File: src/ffe_pkg.sv
// ffe_pkg: shared types and constants of the farthest-future-use eviction block
// used by ffe_slots, ffe_req_store and farthest_future_use_eviction; depends on nothing
package ffe_pkg;

    localparam int DEF_MAX_REQUESTS = 128;
    localparam int DEF_MAX_SLOTS    = 16;
    localparam int DEF_ID_BITS      = 8;
    localparam int CFG_W            = 5;
    localparam int COUNT_W          = 8;

    typedef enum logic [2:0] {
        ST_LOAD,
        ST_FETCH,
        ST_PROBE,
        ST_WALK,
        ST_PICK,
        ST_EMIT
    } state_t;

    typedef struct packed {
        logic clear;
        logic probe;
        logic walk;
        logic pick;
    } slot_cmd_t;

    typedef struct packed {
        logic hit;
        logic free_ok;
        logic multi_full;
        logic multi_walk;
        logic scan_last;
    } slot_stat_t;

endpackage

File: src/farthest_future_use_eviction.sv
// farthest_future_use_eviction: top level with the replay sequencer
// uses ffe_pkg, ffe_req_store and ffe_slots
//
// Input beats (s_*) load a sequence of item ids, one per cycle, while s_tready
// is high; the beat with s_tlast set closes the sequence. Beats beyond
// MAX_REQUESTS are dropped but their tlast still closes the sequence.
// The block then replays the stored sequence against the configured number
// of slots (cfg_wr_data, 0 acts as 1, values above MAX_SLOTS act as
// MAX_SLOTS) and drops s_tready until the replay is done. One result beat
// (m_*) carries the eviction count, saturated at 255.
// Replay per stored request: a fetch and a probe for a hit or a fill; for an
// eviction also a walk over the future requests (one per cycle through the
// request memory read port, until one candidate is left or the sequence ends)
// and a scan of the N configured slots, one slot per cycle by the shared min-id
// comparator. The count is then handed to the output register.
// The output register lets loading of the next sequence start while the
// result waits; a stalled m_tready holds the result, and a finished replay
// waits for the register to free. Reset empties the sequence and slots,
// drops m_tvalid and sets the slot count to 1.
module farthest_future_use_eviction #(
    parameter int MAX_REQUESTS = ffe_pkg::DEF_MAX_REQUESTS,
    parameter int MAX_SLOTS    = ffe_pkg::DEF_MAX_SLOTS,
    parameter int ID_BITS      = ffe_pkg::DEF_ID_BITS,
    localparam int TDATA_W     = ((ID_BITS + 7) / 8) * 8
) (
    input  logic                        aclk,
    input  logic                        aresetn,
    input  logic                        cfg_wr_en,
    input  logic [ffe_pkg::CFG_W-1:0]   cfg_wr_data,
    input  logic                        s_tvalid,
    output logic                        s_tready,
    input  logic [TDATA_W-1:0]          s_tdata,   // item_id
    input  logic                        s_tlast,   // is_last
    output logic                        m_tvalid,
    input  logic                        m_tready,
    output logic [ffe_pkg::COUNT_W-1:0] m_tdata    // eviction_count
);

    localparam int ADDR_W = (MAX_REQUESTS > 1) ? $clog2(MAX_REQUESTS) : 1;
    localparam int LEN_W  = $clog2(MAX_REQUESTS + 1);
    localparam int NS_W   = $clog2(MAX_SLOTS + 1);
    localparam int CW     = ffe_pkg::COUNT_W;

    ffe_pkg::state_t     state_reg, state_next;
    logic [ffe_pkg::CFG_W-1:0] cfg_reg;
    logic [LEN_W-1:0]    len_reg, len_next;
    logic [ADDR_W-1:0]   i_reg, i_next;
    logic [ADDR_W-1:0]   j_reg, j_next;
    logic [ID_BITS-1:0]  cur_reg, cur_next;
    logic [CW-1:0]       evict_reg, evict_next;
    logic                out_valid_reg, out_valid_next;
    logic [CW-1:0]       out_data_reg, out_data_next;

    logic [NS_W-1:0]     nslots;
    logic                wr_en;
    logic                rd_en;
    logic [ADDR_W-1:0]   rd_addr;
    logic [ID_BITS-1:0]  rd_data;
    logic [ID_BITS-1:0]  key;
    ffe_pkg::slot_cmd_t  cmd;
    ffe_pkg::slot_stat_t stat;
    logic                s_beat;
    logic                i_is_last;
    logic                j_more;

    always_comb begin
        if (cfg_reg == '0) begin
            nslots = NS_W'(1);
        end else if (int'(cfg_reg) > MAX_SLOTS) begin
            nslots = NS_W'(MAX_SLOTS);
        end else begin
            nslots = NS_W'(cfg_reg);
        end
    end

    assign s_tready  = (state_reg == ffe_pkg::ST_LOAD);
    assign s_beat    = s_tvalid && s_tready;
    assign wr_en     = s_beat && (len_reg < LEN_W'(MAX_REQUESTS));
    assign i_is_last = ((LEN_W'(i_reg) + LEN_W'(1)) == len_reg);
    assign j_more    = ((LEN_W'(j_reg) + LEN_W'(1)) < len_reg);
    assign m_tvalid  = out_valid_reg;
    assign m_tdata   = out_data_reg;

    ffe_req_store #(
        .MAX_REQUESTS(MAX_REQUESTS),
        .ID_BITS     (ID_BITS)
    ) u_store (
        .aclk   (aclk),
        .wr_en  (wr_en),
        .wr_addr(len_reg[ADDR_W-1:0]),
        .wr_data(s_tdata[ID_BITS-1:0]),
        .rd_en  (rd_en),
        .rd_addr(rd_addr),
        .rd_data(rd_data)
    );

    ffe_slots #(
        .MAX_SLOTS(MAX_SLOTS),
        .ID_BITS  (ID_BITS)
    ) u_slots (
        .aclk   (aclk),
        .aresetn(aresetn),
        .cmd    (cmd),
        .key    (key),
        .nslots (nslots),
        .stat   (stat)
    );

    always_comb begin
        state_next     = state_reg;
        len_next       = len_reg;
        i_next         = i_reg;
        j_next         = j_reg;
        cur_next       = cur_reg;
        evict_next     = evict_reg;
        out_valid_next = out_valid_reg && !m_tready;
        out_data_next  = out_data_reg;
        rd_en          = 1'b0;
        rd_addr        = i_reg;
        key            = rd_data;
        cmd            = '0;
        case (state_reg)
            ffe_pkg::ST_LOAD: begin
                if (s_beat) begin
                    if (wr_en) begin
                        len_next = len_reg + LEN_W'(1);
                    end
                    if (s_tlast) begin
                        cmd.clear  = 1'b1;
                        evict_next = '0;
                        i_next     = '0;
                        state_next = ffe_pkg::ST_FETCH;
                    end
                end
            end
            ffe_pkg::ST_FETCH: begin
                rd_en      = 1'b1;
                state_next = ffe_pkg::ST_PROBE;
            end
            ffe_pkg::ST_PROBE: begin
                cmd.probe = 1'b1;
                cur_next  = rd_data;
                if (stat.hit || stat.free_ok) begin
                    if (i_is_last) begin
                        state_next = ffe_pkg::ST_EMIT;
                    end else begin
                        i_next     = i_reg + 1'b1;
                        state_next = ffe_pkg::ST_FETCH;
                    end
                end else begin
                    if (evict_reg != '1) begin
                        evict_next = evict_reg + CW'(1);
                    end
                    if (!i_is_last && stat.multi_full) begin
                        rd_en      = 1'b1;
                        rd_addr    = i_reg + 1'b1;
                        j_next     = i_reg + 1'b1;
                        state_next = ffe_pkg::ST_WALK;
                    end else begin
                        state_next = ffe_pkg::ST_PICK;
                    end
                end
            end
            ffe_pkg::ST_WALK: begin
                cmd.walk = 1'b1;
                if (j_more && stat.multi_walk) begin
                    rd_en   = 1'b1;
                    rd_addr = j_reg + 1'b1;
                    j_next  = j_reg + 1'b1;
                end else begin
                    state_next = ffe_pkg::ST_PICK;
                end
            end
            ffe_pkg::ST_PICK: begin
                cmd.pick = 1'b1;
                key      = cur_reg;
                if (stat.scan_last) begin
                    if (i_is_last) begin
                        state_next = ffe_pkg::ST_EMIT;
                    end else begin
                        i_next     = i_reg + 1'b1;
                        state_next = ffe_pkg::ST_FETCH;
                    end
                end
            end
            ffe_pkg::ST_EMIT: begin
                if (!out_valid_reg || m_tready) begin
                    out_valid_next = 1'b1;
                    out_data_next  = evict_reg;
                    len_next       = '0;
                    state_next     = ffe_pkg::ST_LOAD;
                end
            end
            default: begin
                state_next = ffe_pkg::ST_LOAD;
            end
        endcase
    end

    always_ff @(posedge aclk) begin
        if (!aresetn) begin
            state_reg     <= ffe_pkg::ST_LOAD;
            cfg_reg       <= ffe_pkg::CFG_W'(1);
            len_reg       <= '0;
            i_reg         <= '0;
            j_reg         <= '0;
            evict_reg     <= '0;
            out_valid_reg <= 1'b0;
        end else begin
            state_reg     <= state_next;
            len_reg       <= len_next;
            i_reg         <= i_next;
            j_reg         <= j_next;
            evict_reg     <= evict_next;
            out_valid_reg <= out_valid_next;
            if (cfg_wr_en) begin
                cfg_reg <= cfg_wr_data;
            end
        end
    end

    always_ff @(posedge aclk) begin
        cur_reg      <= cur_next;
        out_data_reg <= out_data_next;
    end

    a_len_bound: assert property (@(posedge aclk) disable iff (!aresetn)
        len_reg <= LEN_W'(MAX_REQUESTS))
        else $error("request length beyond store depth");

    a_index_in_seq: assert property (@(posedge aclk) disable iff (!aresetn)
        (state_reg == ffe_pkg::ST_FETCH || state_reg == ffe_pkg::ST_PROBE ||
         state_reg == ffe_pkg::ST_PICK) |-> (LEN_W'(i_reg) < len_reg))
        else $error("replay index past end of sequence");

    a_count_monotonic: assert property (@(posedge aclk) disable iff (!aresetn)
        (state_reg != ffe_pkg::ST_LOAD) |=> (evict_reg >= $past(evict_reg)))
        else $error("eviction count went down during replay");

    a_result_from_emit: assert property (@(posedge aclk) disable iff (!aresetn)
        $rose(out_valid_reg) |-> $past(state_reg == ffe_pkg::ST_EMIT))
        else $error("result beat raised outside emit");

endmodule

File: src/ffe_req_store.sv
// ffe_req_store: request sequence memory, one write port and one registered read port
// uses ffe_pkg; instantiated by farthest_future_use_eviction
module ffe_req_store #(
    parameter int MAX_REQUESTS = ffe_pkg::DEF_MAX_REQUESTS,
    parameter int ID_BITS      = ffe_pkg::DEF_ID_BITS,
    localparam int ADDR_W      = (MAX_REQUESTS > 1) ? $clog2(MAX_REQUESTS) : 1
) (
    input  logic               aclk,
    input  logic               wr_en,
    input  logic [ADDR_W-1:0]  wr_addr,
    input  logic [ID_BITS-1:0] wr_data,
    input  logic               rd_en,
    input  logic [ADDR_W-1:0]  rd_addr,
    output logic [ID_BITS-1:0] rd_data
);

    logic [ID_BITS-1:0] mem [MAX_REQUESTS];
    logic [ID_BITS-1:0] rd_data_reg;

    always_ff @(posedge aclk) begin
        if (wr_en) begin
            mem[wr_addr] <= wr_data;
        end
    end

    always_ff @(posedge aclk) begin
        if (rd_en) begin
            rd_data_reg <= mem[rd_addr];
        end
    end

    assign rd_data = rd_data_reg;

endmodule

File: src/ffe_slots.sv
// ffe_slots: resident slot cells with per-slot id compare, candidate mask and
// the shared min-id compare unit that scans one slot per cycle; uses ffe_pkg
module ffe_slots #(
    parameter int MAX_SLOTS = ffe_pkg::DEF_MAX_SLOTS,
    parameter int ID_BITS   = ffe_pkg::DEF_ID_BITS,
    localparam int NS_W     = $clog2(MAX_SLOTS + 1),
    localparam int SLOT_W   = (MAX_SLOTS > 1) ? $clog2(MAX_SLOTS) : 1
) (
    input  logic                aclk,
    input  logic                aresetn,
    input  ffe_pkg::slot_cmd_t  cmd,
    input  logic [ID_BITS-1:0]  key,
    input  logic [NS_W-1:0]     nslots,
    output ffe_pkg::slot_stat_t stat
);

    logic [ID_BITS-1:0]   slot_id_reg [MAX_SLOTS];
    logic [MAX_SLOTS-1:0] valid_reg, valid_next;
    logic [MAX_SLOTS-1:0] cand_reg, cand_next;
    logic [SLOT_W-1:0]    scan_reg, scan_next;
    logic [SLOT_W-1:0]    victim_reg, victim_next;
    logic [ID_BITS-1:0]   best_reg, best_next;
    logic                 found_reg, found_next;

    logic [MAX_SLOTS-1:0] active;
    logic [MAX_SLOTS-1:0] match;
    logic [MAX_SLOTS-1:0] free_vec;
    logic [MAX_SLOTS-1:0] cand_walk;
    logic [SLOT_W-1:0]    free_idx;
    logic [ID_BITS-1:0]   sel_id;
    logic                 take;
    logic [SLOT_W-1:0]    victim_sel;
    logic                 fill_en;
    logic                 evict_en;

    always_comb begin
        for (int s = 0; s < MAX_SLOTS; s++) begin
            active[s] = (NS_W'(s) < nslots);
            match[s]  = valid_reg[s] && (slot_id_reg[s] == key);
        end
        free_vec = ~valid_reg & active;
        free_idx = '0;
        for (int s = MAX_SLOTS - 1; s >= 0; s--) begin
            if (free_vec[s]) begin
                free_idx = SLOT_W'(s);
            end
        end
    end

    assign cand_walk = cand_reg & ~match;
    assign sel_id    = slot_id_reg[scan_reg];
    assign take      = cand_reg[scan_reg] && (!found_reg || (sel_id < best_reg));
    assign victim_sel = take ? scan_reg : victim_reg;

    assign stat.hit        = |match;
    assign stat.free_ok    = |free_vec;
    assign stat.multi_full = |(valid_reg & (valid_reg - 1'b1));
    assign stat.multi_walk = |(cand_walk & (cand_walk - 1'b1));
    assign stat.scan_last  = (NS_W'(scan_reg) == (nslots - NS_W'(1)));

    assign fill_en  = cmd.probe && !stat.hit && stat.free_ok;
    assign evict_en = cmd.pick && stat.scan_last;

    always_comb begin
        valid_next  = valid_reg;
        cand_next   = cand_reg;
        scan_next   = scan_reg;
        victim_next = victim_reg;
        best_next   = best_reg;
        found_next  = found_reg;
        if (cmd.clear) begin
            valid_next = '0;
            cand_next  = '0;
        end else if (cmd.probe && !stat.hit) begin
            if (stat.free_ok) begin
                valid_next[free_idx] = 1'b1;
            end else begin
                cand_next   = valid_reg;
                scan_next   = '0;
                victim_next = '0;
                found_next  = 1'b0;
            end
        end else if (cmd.walk) begin
            cand_next = cand_walk;
        end else if (cmd.pick) begin
            scan_next = scan_reg + 1'b1;
            if (take) begin
                victim_next = scan_reg;
                best_next   = sel_id;
                found_next  = 1'b1;
            end
        end
    end

    always_ff @(posedge aclk) begin
        if (!aresetn) begin
            valid_reg  <= '0;
            cand_reg   <= '0;
            scan_reg   <= '0;
            victim_reg <= '0;
            found_reg  <= 1'b0;
        end else begin
            valid_reg  <= valid_next;
            cand_reg   <= cand_next;
            scan_reg   <= scan_next;
            victim_reg <= victim_next;
            found_reg  <= found_next;
        end
    end

    always_ff @(posedge aclk) begin
        best_reg <= best_next;
        if (fill_en) begin
            slot_id_reg[free_idx] <= key;
        end else if (evict_en) begin
            slot_id_reg[victim_sel] <= key;
        end
    end

    a_cand_in_valid: assert property (@(posedge aclk) disable iff (!aresetn)
        (cand_reg & ~valid_reg) == '0)
        else $error("candidate outside resident slots");

endmodule

File: config.mk
export PLATFORM = sky130hd
export DESIGN_NAME = farthest_future_use_eviction
export DESIGN_NICKNAME = d
export VERILOG_FILES = /design/src/ffe_pkg.sv /design/src/farthest_future_use_eviction.sv /design/src/ffe_req_store.sv /design/src/ffe_slots.sv
export SDC_FILE = /design/constraint.sdc
export NUM_CORES = 2
export LEC_CHECK = 0
export ABC_AREA = 1
export BUFFER_PORTS_ARGS = -buffer_cell sky130_fd_sc_hd__buf_2
export CORE_ASPECT_RATIO = 0.9
export CORE_MARGIN = 2
export CORE_UTILIZATION = 55
export CTS_CLUSTER_SIZE = 40
export DETAILED_ROUTE_END_ITERATION = 12
export GPL_TIMING_DRIVEN = 0
export MAX_ROUTING_LAYER = met4
export PLACE_DENSITY = 0.73
export SYNTH_ARGS = -nofsm -noshare
export SYNTH_HDL_FRONTEND = slang
export SYNTH_SLANG_ARGS = --single-unit
export TNS_END_PERCENT = 1
File: constraint.sdc
create_clock -name aclk -period 4.5 [get_ports aclk]
set_input_delay 0.675 -clock aclk [delete_from_list [all_inputs] [get_ports aclk]]
set_output_delay 0.675 -clock aclk [all_outputs]
set_load 0.005 [all_outputs]
; ---- Yosys cells after proc, flatten, opt, wreduce, memory -nomap -nowiden
; Memory sizes are Yosys's and may differ from the RTL's. A register that Yosys moved wholly into a read port is not among the register bits.
; Cells that the tools add are included.
[op_classes]
addsub = 10
magnitude_cmp = 23
n_eq_ne = 37
muxes = 95
bitwise_logic = 11
reduce_logical = 60
[op_table]
columns = op, n
row1 = 8-bit equality test, 17
row2 = 4-bit 2-to-1 mux, 27
row3 = 7-bit 2-to-1 mux, 11
row4 = 8-bit 2-to-1 mux, 9
row5 = 16-bit AND, 4
row6 = 16-bit OR reduction, 4
row7 = 16-bit 2-to-1 mux, 3
row8 = "4-bit by 5-bit less-than comparator with 1-bit output, first input constant", 8
row9 = 16-bit inverter, 2
row10 = 8-bit one-hot mux with 2 select lines, 2
row11 = "16-bit by 1-bit subtractor with 16-bit output, second input constant", 2
row12 = 7-bit one-hot mux with 2 select lines, 2
row13 = 1-bit logical AND, 26
row14 = 1-bit 2-to-1 mux, 26
row15 = 5-bit AND reduction, 5
row16 = 3-bit 2-to-1 mux, 8
row17 = 7-bit one-hot mux with 3 select lines, 1
row18 = "3-bit by 5-bit less-than comparator with 1-bit output, first input constant", 4
row19 = 3-bit one-hot mux with 6 select lines, 1
row20 = "7-bit by 1-bit adder with 8-bit output, second input constant", 2
row21 = "8-bit by 1-bit adder with 8-bit output, second input constant", 2
row22 = 8-bit less-than comparator, 2
row23 = "2-bit inequality test, second input constant", 8
row24 = 16-bit OR, 1
row25 = other kinds (30), 59
[totals]
register_bits = 104
ramBits = 1152
inputBits = 19
output_inout_bits = 10
mem_count = 2
[memory_table]
columns = name, depth, width, rd, rd_clocked_by_memory_dff, wr, line_no
row1 = u_store.mem, 128, 8, 1, 1, 1, ffe_req_store.sv:17  ; logic [ID_BITS-1:0] mem [MAX_REQUESTS];
row2 = u_slots.slot_id_reg, 16, 8, 17, 1, 1, ffe_slots.sv:17  ; logic [ID_BITS-1:0] slot_id_reg [MAX_SLOTS];

; ---- Longest topological paths before layout
[logic_depth]
word_depth = 26
mapped_depth = 39

; ---- By module
; From an unflattened synthesis, not the netlist that was laid out.
[hier_totals]
hier_cells = 5342
area_unflattened_um2 = 55934.9
[modules_own_cells]
columns = module, instances, cells_per_inst, area_per_inst_um2, seq_area_each_um2
row1 = ffe_req_store, 1, 3575, 42184.2, 30989.7
row2 = ffe_slots, 1, 1269, 10386.2, 4984.8
row3 = farthest_future_use_eviction, 1, 498, 3364.5, 1261.2

; ---- Least setup slack after synthesis
; OpenSTA, ideal clock, no wires.
[synth_timing]
path_type = reg-to-reg
start = reg with a tool-made name
end = mem u_slots.slot_id_reg[0][0] (netlist bit) (enable)
arrival_time_ns = 4.024
required_time_ns = 4.130
path_slack_ns = 0.105
path_stages_with_launch = 23
path_cell_list = dfxtp_1 clkbuf_1 clkbuf_1 clkbuf_1 clkbuf_1 buf_1 a21oi_1 o221ai_1 nand2_1 ha_1 nand2_1 inv_1 o211ai_1 a21oi_1 o21ai_0 o311ai_1 a21oi_1 inv_1 o21ai_0 inv_1 nor2_1 nand2_1 nor2_1
[synth_rtl]
columns = element, line_no
row1 = to (decl), ffe_slots.sv:17

; ---- Worst setup path after layout
[layout_timing]
start = reg state_reg[0]
end = reg u_store.rd_data_reg[4], in the netlist u_store.rd_data[4] (read register of u_store.mem) (data pin)
[layout_via]
elab_chain_len = 12
[layout_lines]
columns = element, line_no
row1 = from (decl), farthest_future_use_eviction.sv:44  ; ffe_pkg::state_t state_reg, state_next;
row2 = from (signal assigned), farthest_future_use_eviction.sv:202  ; state_reg <= ffe_pkg::ST_LOAD;
row3 = from (signal assigned), farthest_future_use_eviction.sv:210  ; state_reg <= state_next;
row4 = 3-bit equality test (*), farthest_future_use_eviction.sv:122  ; case (state_reg)
row5 = 8-bit 2-to-1 mux (*), farthest_future_use_eviction.sv:122
row6 = net key[2], farthest_future_use_eviction.sv:59  ; logic [ID_BITS-1:0] key;
row7 = 8-bit equality test, ffe_slots.sv:39  ; match[s] = valid_reg[s] && (slot_id_reg[s] == key);
row8 = 1-bit logical AND, ffe_slots.sv:39
row9 = 16-bit inverter, ffe_slots.sv:50  ; assign cand_walk = cand_reg & ~match;
row10 = 16-bit AND, ffe_slots.sv:50
row11 = 16-bit by 1-bit subtractor with 16-bit output, ffe_slots.sv:58  ; assign stat.multi_walk = |(cand_walk & (cand_walk - 1'b1));
row12 = 16-bit AND, ffe_slots.sv:58
row13 = 16-bit OR reduction, ffe_slots.sv:58
row14 = 1-bit logical AND, farthest_future_use_eviction.sv:166  ; if (j_more && stat.multi_walk) begin
row15 = 1-bit 2-to-1 mux or 7-bit 2-to-1 mux (tied branches), farthest_future_use_eviction.sv:166
row16 = 1-bit one-hot mux with 3 select lines or 7-bit one-hot mux with 2 select lines (tied branches), farthest_future_use_eviction.sv:122
row17 = to (decl), ffe_req_store.sv:18  ; logic [ID_BITS-1:0] rd_data_reg;
; Mark *: on every way through the listed nets, which the timed path passes. The rest lies on a longest branch.
; A chain may end at the register's enable or synchronous reset.

==> metrics.md <==
| Metric | Value |
|---|---|
| LEAKAGE | about 27 nW |
| Largest net degree at the start of global routing | 104 |
| Most common cell in the netlist | nand2_1 |
| Die ar. | roughly 110,000 um2 |
| Crit path required time | roughly 5000 ps |
| Drt wl/cell | about 28 um |
| Largest stage delay, worst path | 420 ps |
| Synth Net Count | between 6,000 and 7,000 |
| Drt first-iter violations | ~8,300 |
| CTS tree | yes |
| Worst-margin pin slew | between 1500 and 2000 ps |
| Hold buffers post-CTS | 0 |
| Maximum vdd drop | 0.3816 mV |
| Post-synth EDFFs | 1,184 |
| Unrepaired setup endpoints after global routing | true |
| Crit-path slowest cell | a22oi_2 |
| Multi-input logic area | between 15,000 and 20,000 um2 |
| WHS | 132.8 ps |
| DRT antenna net count | 0 |
| Fin crit share | 112.9% |
| Via count | approximately 48,000 |
| Vias in the first global route | around 44,000 |
| Die height | 316.2 um |
| Max Slew Vio Count | 22 |
| Max_slew headroom | -6.253% |
| Die width | 350.9 um |
| Top Ports | 29 |
| CTS clk-pin slew, worst paths | around 60 ps |
| Root Driver | clkbuf_16 |
| Synth cell count leaders | 1,200 x nand2_1, 1,184 x edfxtp_1, 1,038 x nand3_1 |
| Initial Util | 55.45% |
| Clk_skew | 24.49 ps |
| Max reg flops | around 1,000 |
| Critical path peak fanout | 13 |
| Crit Path Class | flop to flop |
| Cell Area, Synth | 59,560 um2 |
| Clk Latency, worst-skew pair | 770 ps |
| FFs w/ async S/R, synth | 0% |
| Fillers | 8,439 |
| Input/output buffers | 27 |
| CP arrival | approximately 5600 ps |
| YS warnings | 0 |
| Hold Path Class | input port to flop |
| Area growth syn-to-layout | 16.82% |
| WL final | around 210,000 um |
| Setup slack after layout | -580.2 ps |
| Power Density | ~490 nW/um2 |
| Status | finished, violations left |
| Final Util | about two thirds |
| Post-DR vias/cell | between 6 and 7 |
| Antenna violations before repair | 7 |
| Synth area leader | edfxtp_1 |
| CP Capture Type | flop |
| Layout cell share with drive strength beyond 1 | between 10% and 20% |
| CP most frequent cell | nand3_1 |
| Setup-failing EPs final | between 200 and 250 |
| Max H-tree Level | 4 |
| Total global routing overflow | 0 |
| DRC Markers | 0 |
| Register area | approximately 37,000 um2 |
| Detail Placement HPWL | 147,400 um |
| Synth Register Bits | around 1,300 |
| Total track usage | 39.34% |
| Pre-antenna DRT Iters | 7 |
| Floorplan core area | between 100,000 and 150,000 um2 |
| Row count | about 110 |
| Nets@finish | between 6,000 and 7,000 |
| Post-synthesis cell count | approximately 6,000 |
| Failing checks | capacitance limit, slew limit, setup timing |
| Commonest register cell after synthesis | edfxtp_1 |
| Clk buf depth | 3 |
| Critical Path Start Type | flop |
| Distinct cells, synth | 53 |
| Post-Syn Area per Cell | 9.961 um2 |
| First-pass GRT wire length | ~300,000 um |
| Max_cap viols | 2 |
| Fmax | 196.8 MHz |
| CTS buffer count | 135 |
| Post-synthesis sequential area ratio | 62.52% |
| Share of the synthesized area in the top cell type | between 50% and 60% |
| Final Critical Period | just over 5000 ps |
| RD Place Congestion | 1.031 |
| Top cells by area, synth | edfxtp_1 60%, nand3_1 8.7%, nand2_1 7.6%, inv_1 4.9%, nand3b_1 4.8% |
| Final hold violations | 0 |
| Clock sink count | around 1,300 |
critical path, delay by kind of cell (launching register included):
kind / cells / cell delay, ps
xor gates and xnor gates: 1 / 230
DFF: 1 / 350
AOI/OAI and AO/OA: 1 / 420
and+or+nand+nor: 20 / 2640
buffers and inverters: 6 / 1130
final timing paths:
| kind | endpoint | cells after the start | slack, ps | start |
|---|---|---|---|---|
| setup / recovery | u_store.rd_data[4]$_DFFE_PP_ | 28 | -580 | state_reg[0]$_SDFFE_PN0P_ |
| hold / removal | cfg_reg[0]$_SDFFE_PN1P_ | 3 | 130 | cfg_wr_data[0] |
| setup reg to reg | u_store.rd_data[4]$_DFFE_PP_ | 28 | -580 | state_reg[0]$_SDFFE_PN0P_ |
| hold reg to reg | u_slots.victim_reg[1]$_SDFFE_PN0P_ | 2 | 460 | u_slots.victim_reg[1]$_SDFFE_PN0P_ |
through the flow:
stage	total power, W	instance area [um2]	setup TNS (ps)	worst slack [ps]	std cells
final	0.03404	69570	-54440	-580.2	7780
after global routing	0.03488	69570	-67800	-686.0	7778
after CTS	0.03284	68450	-21360	-518.9	7744
after detailed placement	0.02096	61780	-461980	-3161	7464
after global placement	0.02086	61510	-459340	-3122	7456
after floorplan	0.01798	59560	0	105.4	5979
cells in the final DEF, fill, tap and decap left out, types with 77 or more instances in the layout:
cell and n:
edfxtp_1 1184, nor2_1 308, nand2_1 1164, o21ai_0 116, nand3b_1 381, inv_1 774, nand3_1 939, buf_4 123
buf_6 77, a21oi_1 145, buf_2 80, clkbuf_16 140, dfxtp_1 79
layer usage:
metal	track usage, %	up-vias	share of wire [%]
li1	-	20789	-
met1	57.13	22962	40
met2	52.13	3414	41
met3	12.64	433	16
met4	12.51	0	3.2
met5	-	-	0
cell type report:
cell class / instances / share of cell area (%)
timing repair buffer: 102 / 1.680
clock buffer: 164 / 5.100
inverter: 790 / 4.280
tap: 1450 / 2.608
multi-input combinational: 3598 / 27.70
antenna: 6 / 0.02158
clock inverter: 79 / 1.176
sequential: 1268 / 53.54
buffer: 323 / 3.895
kinds of logic after synthesis:
kind of cell	after synthesis	synth area share, %
flops	1268	62.52
simple gates	3111	24.77
buf+inv	1116	7.662
fa+ha+maj	21	0.4412
mux	3	0.05042
xor+xnor	47	0.6912
compound gates	413	3.868
where the power goes:
group	internal, W	switching [W]
logic	0.00291	0.00644
clock network	0.00635	0.00490
registers	0.0133	0.000131
total	0.0226	0.0115
repair_timing:
item,4_1_cts,5_1_grt
gates resized for setup,560,207
pin swaps,39,52
endpoints found under the setup margin,472,455
buffers inserted,37,25
gates cloned,3,5
No activity file was read; power rests on OpenSTA's default activity.
